<file path="src/rtl/core/btp_div_pipe.sv">
// Pipelined restoring divider, one quotient bit per stage; needs num >> Q_W < den.
module btp_div_pipe #(
    parameter int NUM_W = 32,
    parameter int DEN_W = 16,
    parameter int Q_W   = 16
) (
    input  logic             clk,
    input  logic             en,
    input  logic [NUM_W-1:0] num,
    input  logic [DEN_W-1:0] den,
    output logic [Q_W-1:0]   quo,
    output logic [DEN_W-1:0] rem
);

    logic [DEN_W-1:0] rem_reg [Q_W+1];
    logic [Q_W-1:0]   quo_reg [Q_W+1];
    logic [Q_W-1:0]   low_reg [Q_W];
    logic [DEN_W-1:0] den_reg [Q_W];

    always_ff @(posedge clk)
    begin
        if (en)
        begin
            rem_reg[0] <= DEN_W'(num >> Q_W);
            low_reg[0] <= num[Q_W-1:0];
            den_reg[0] <= den;
            quo_reg[0] <= '0;
        end
    end

    for (genvar i = 0; i < Q_W; i++)
    begin : g_step
        logic [DEN_W:0] trial;
        logic           fits;

        always_comb
        begin
            trial = {rem_reg[i], low_reg[i][Q_W-1]};
            fits  = (trial >= {1'b0, den_reg[i]});
        end

        always_ff @(posedge clk)
        begin
            if (en)
            begin
                rem_reg[i+1] <= fits ? DEN_W'(trial - {1'b0, den_reg[i]})
                                     : trial[DEN_W-1:0];
                quo_reg[i+1] <= (quo_reg[i] << 1) | Q_W'(fits);
            end
        end

        if (i + 1 < Q_W)
        begin : g_carry
            always_ff @(posedge clk)
            begin
                if (en)
                begin
                    low_reg[i+1] <= low_reg[i] << 1;
                    den_reg[i+1] <= den_reg[i];
                end
            end
        end
    end

    assign quo = quo_reg[Q_W];
    assign rem = rem_reg[Q_W];

endmodule

</file>
<file path="config.mk">
export PLATFORM = sky130hd
export DESIGN_NAME = btp_div_pipe
export DESIGN_NICKNAME = d
export VERILOG_FILES = /design/src/rtl/core/btp_div_pipe.sv
export SDC_FILE = /design/constraint.sdc
export NUM_CORES = 1
export LEC_CHECK = 0
export ABC_CLOCK_PERIOD_IN_PS = 7500
export BUFFER_PORTS_ARGS = -buffer_cell sky130_fd_sc_hd__buf_2
export CORE_MARGIN = 2
export CORE_UTILIZATION = 65
export CTS_CLUSTER_SIZE = 12
export DETAILED_ROUTE_END_ITERATION = 7
export HOLD_SLACK_MARGIN = 0.1
export PLACE_DENSITY = 0.8
export SLEW_MARGIN = 40
export SYNTH_ARGS = -nofsm -noshare
export SYNTH_HDL_FRONTEND = slang
export SYNTH_SLANG_ARGS = --single-unit
</file>
<file path="constraint.sdc">
create_clock -name clk -period 7.5 [get_ports clk]
set_input_delay 1.875 -clock clk [delete_from_list [all_inputs] [get_ports clk]]
set_output_delay 1.875 -clock clk [all_outputs]
set_load 0.01 [all_outputs]
</file>
=== Yosys cells after proc, flatten, opt, wreduce, memory -nomap -nowiden ===
Memory sizes are Yosys's and may differ from the RTL's.
Cells that the tools add are included.

* Flip-flop bits (word level): 0
* Memory bits (writable): 1056
* Bits of input ports: 50
* Output and inout bits: 32
* Word-level logic and storage cells: 70
* Memories: 4

{| class="wikitable"
|+ Memory list
! name !! depth !! bits a word !! read ports !! clocked after memory_dff !! write ports !! line !! source
|-
| quo_reg || 17 || 16 || 17 || 0 || 17 || 16 || <nowiki>logic [Q_W-1:0] quo_reg [Q_W+1];</nowiki>
|-
| rem_reg || 17 || 16 || 17 || 0 || 17 || 15 || <nowiki>logic [DEN_W-1:0] rem_reg [Q_W+1];</nowiki>
|-
| den_reg || 16 || 16 || 16 || 0 || 16 || 18 || <nowiki>logic [DEN_W-1:0] den_reg [Q_W];</nowiki>
|-
| low_reg || 16 || 16 || 16 || 0 || 16 || 17 || <nowiki>logic [Q_W-1:0] low_reg [Q_W];</nowiki>
|}

* Add/sub/neg operators: 16
* Magnitude comparators: 16
* Multiplexer cells: 18
* Bitwise gates (word level): 16

{| class="wikitable"
|+ Operators with widths
! kind !! count
|-
| 17-bit by 16-bit >= comparator with 1-bit output || 16
|-
| 16-bit two-way mux || 16
|-
| 16-bit by 1-bit OR with 16-bit output || 16
|-
| 16-bit subtractor || 16
|-
| 1-bit two-way mux || 2
|}

=== Longest topological paths before layout ===
* Word-level depth: 2
* Mapped depth: 13
* Depth with buffers taken out: 12

=== Worst setup path before layout ===
OpenSTA, ideal clock, no wires.

* Kind: flip-flop to flip-flop
* Start point: mem den_reg[3][1], in the netlist den_reg[0][49]
* End point: mem rem_reg[4][10] (data pin)
* Library setup time: 0.260 ns
* Data arrival time: 3.161 ns
* Required time: 7.240 ns
* Path slack: 4.078 ns
* Cell stages (with the launch flop): 13
* Path buffers: 1
* Cell sequence: edfxtp_1 inv_1 ha_1 nor2b_4 o21bai_2 o21ai_2 o41a_4 a311oi_4 o21bai_2 or2_4 a2111oi_4 buf_6 mux2_4

{| class="wikitable"
|+ RTL lines
! what !! line
|-
| start: declaration || 18
|-
| end: declaration || 15
|}

==> flow_summary.toml <==
[global_route]
grt_pass1_vias = 22550
antenna_found_initial = 0
met2_usage_pct = 35.75
grt.overflow.total = 0
use_met3_pct = 4.172
met1_usage_pct = 34.85
grt_max_degree = 178
grt_usage_pct = 23.57
grt_busiest_layer = "met2"
grt_pass1_wl_um = 117100

[timing]
fin_crit_sh_pct = 50.92
tightest_slew_ns = 0.8232
fmax_mhz = 261.8
fin_setup_tns_ns = 0
fin_skew_ns = 0.02422
slew_violations = 0
period_minus_slack_ns = 3.819
setup-violations-final = 0
maxSlewHeadroom_pct = 45.12
hold_viol = 0
rsz0062_at_grt = "false"

[synth]
synthArstFlopShare_pct = 0
synth.area.top_cells = "edfxtp_1 (61%), ha_1 (8.2%), mux2_2 (3.7%)"
yosysTopAreaCellShare_pct = 61.25
yosysSeqAreaShare_pct = 61.25
ys_warn_count = 0
syn_inst = 2976
synth-edff-count = 800
synth-seq-cells = 800
syn-mean-instance-area_um2 = 13.18
syn_area_um2 = 39220
synth_ff_type = "edfxtp_1"
synthAdderAreaFrac_pct = 8.983
yosysUniqueCellTypes = 73
muxShareOfSynthArea_pct = 4.750
synth-simple-area-share_pct = 7.171
synth_compound_area_share_pct = 9.966
yosysTopAreaCell = "edfxtp_1"
synth_xor_area_share_pct = 4.109
synth_top_family_by_area = "compound AO/OA/AOI/OAI gates"
syn_nets = 3298

[critical_path]
critPathCaptureType = "register"
cp.arrival_ns = 4.18
crit_family = "compound AO/OA/AOI/OAI gates"
regToRegEndpoint = "rem_reg[14][2]"
critPathKind = "register to register"
ff2ff_path_depth = 11
critPathCapture = "rem_reg[14][2]"
worstPathMaxFanout = 16
cp.required_ns = 7.86
path_cells = "inv_1 > ha_1 > nor2b_1 > o31ai_1 > a211oi_1 > a2111oi_0 > or3_1 > a41oi_1 > o21ai_0 > nand2_1 > mux2_2"
start_kind = "register"
worst-r2r-setup-slack_ns = 3.68
max_stage_delay_ns = 0.59
cp_num_cells = 11
crit_buf_inv = 1
crit_start = "den_reg[1][81]"
r2r-start = "den_reg[1][81]"
critPathSlowestCell = "a2111oi_0"

[finish]
largest_reg_flops = 272
final_nets = 3430
final_cell_mix = "edfxtp_1 (800), inv_1 (317), ha_1 (256)"
area_delta_synth_final_pct = 10.29
fillers = 3957
n_antenna_cell = 0
drive_gt1_share_pct = 12.19
layout_commonest_cell = "edfxtp_1"

[die]
rows = 90
die_y_um = 249.6
dieArea_um2 = 62320
io-pin-count = 82
die_w_um = 249.6
core_area_um2 = 60020
start_util_pct = 65.35

[clock_tree]
post_cts.repair.setup_buffers = 0
cts_max_level = 3
ctsLongestPathBuffers = 3
cts_resized = 0
cts_root_buffer = "clkbuf_16"
cts_tree = "done"
cts.sinks = 800
cts_hold_buffers = 0
path_clk_slew_ns = 0.06
cts_buffers = 85
clk_latency_ns = 0.63

[detailed_routing]
postRouteAntennaNets = 0
drc = 0
wl_um = 72990
drt_pass1_iterations = 5
drt-wirelength-per-cell_um = 18.49
via_count = 23310
viasPerCell = 5.904
drtIter0Drc = 1935

[placement]
io_buffers = 81
gp_congestion = 0.8912
place_hpwl_um = 51650

[hold_path]
hold_class = "register to register"

[flow_run]
drv_cap = 0

[power]
p_leak_nw = 17.21
ir_drop_mv = 0.2273
powerDensity_nw_per_um2 = 413.9
power.total_mw = 17.91

[run_status]
status = "finished clean"
-- power by group --
part / internal [mW] / total (mW) / switching, mW
clock: 2.32 / 3.94 / 1.63
sequential: 6.38 / 7.01 / 0.631
combinational: 3.28 / 6.95 / 3.67
total: 12.0 / 17.9 / 5.93
-- per-layer routing --
metal | up-vias | wire, um
met3 | 155 | 4837
met2 | 717 | 32390
li1 | 11280 | -
met5 | - | 0
met1 | 11160 | 33560
met4 | 0 | 2197
-- cell usage after synthesis (6+ instances only) --
cell,instances
or2_2,7
nand3_1,45
o31ai_1,12
clkbuf_1,27
a31oi_1,16
a2111oi_0,7
nor4_1,15
o21a_1,42
ha_1,256
buf_4,16
o2111ai_1,7
o21ai_0,176
o41ai_1,8
o31a_1,15
o211ai_1,7
a31o_2,6
mux2_4,14
xor2_1,75
a211o_1,12
inv_1,317
a21oi_1,150
or3_1,14
nor2_1,126
nand4_1,31
mux2_2,129
nor2b_1,44
and4_1,8
o21bai_1,12
nand2_1,169
a21boi_0,15
nor3_1,54
a21o_1,59
mux2i_1,20
fa_1,16
and3_1,16
a211oi_1,20
edfxtp_1,800
nand2b_1,40
xnor2_1,109
-- worst min-delay path by stage --
stage                         startpoint               to  slack, ns  depth (start not counted)
final                     low_reg[1][12]   low_reg[1][29]       0.41                          0
after global placement     low_reg[1][8]   low_reg[1][25]       0.40                          0
after detailed placement  low_reg[0][44]   low_reg[0][61]       0.40                          0
after floorplan           low_reg[0][85]  low_reg[0][102]       0.40                          0
after global routing      low_reg[0][62]   low_reg[0][79]       0.42                          0
after CTS                 low_reg[0][44]   low_reg[0][61]       0.41                          0
-- stage by stage --
stage	cell area (um2)	std cells	setup slack [ns]	util, %	hold WS, ns
2_1_floorplan	39220	2976	4.078	-	0.4003
3_3_place_gp	40500	3798	3.773	67.48	0.4004
3_5_place_dp	40500	3798	3.709	67.48	0.4045
4_1_cts	43120	3943	3.712	71.84	0.4128
5_1_grt	43260	3948	3.372	72.08	0.4151
6_report	43260	3948	3.681	72.08	0.4096
-- cell type report --
cell class,count,area [um2],share of cell area [%]
flip-flops and latches,800,24020,55.53
multi-input cells,1805,13750,31.79
clock buffers,113,2338,5.406
inverters,318,1194,2.759
well taps,782,978.4,2.262
repair buffers,98,693.2,1.602
clock inverters,32,280.3,0.6479
-- cell families (layout without fill, tap and decap cells) --
logic type | count (synthesis) | count (layout)
compound gates | 605 | 605
simple gates | 581 | 581
flops | 800 | 800
fa+ha+maj | 272 | 272
mux | 163 | 163
buf+inv | 371 | 561
xor+xnor | 184 | 184
Note: power is estimated with default switching activity, not from simulation.
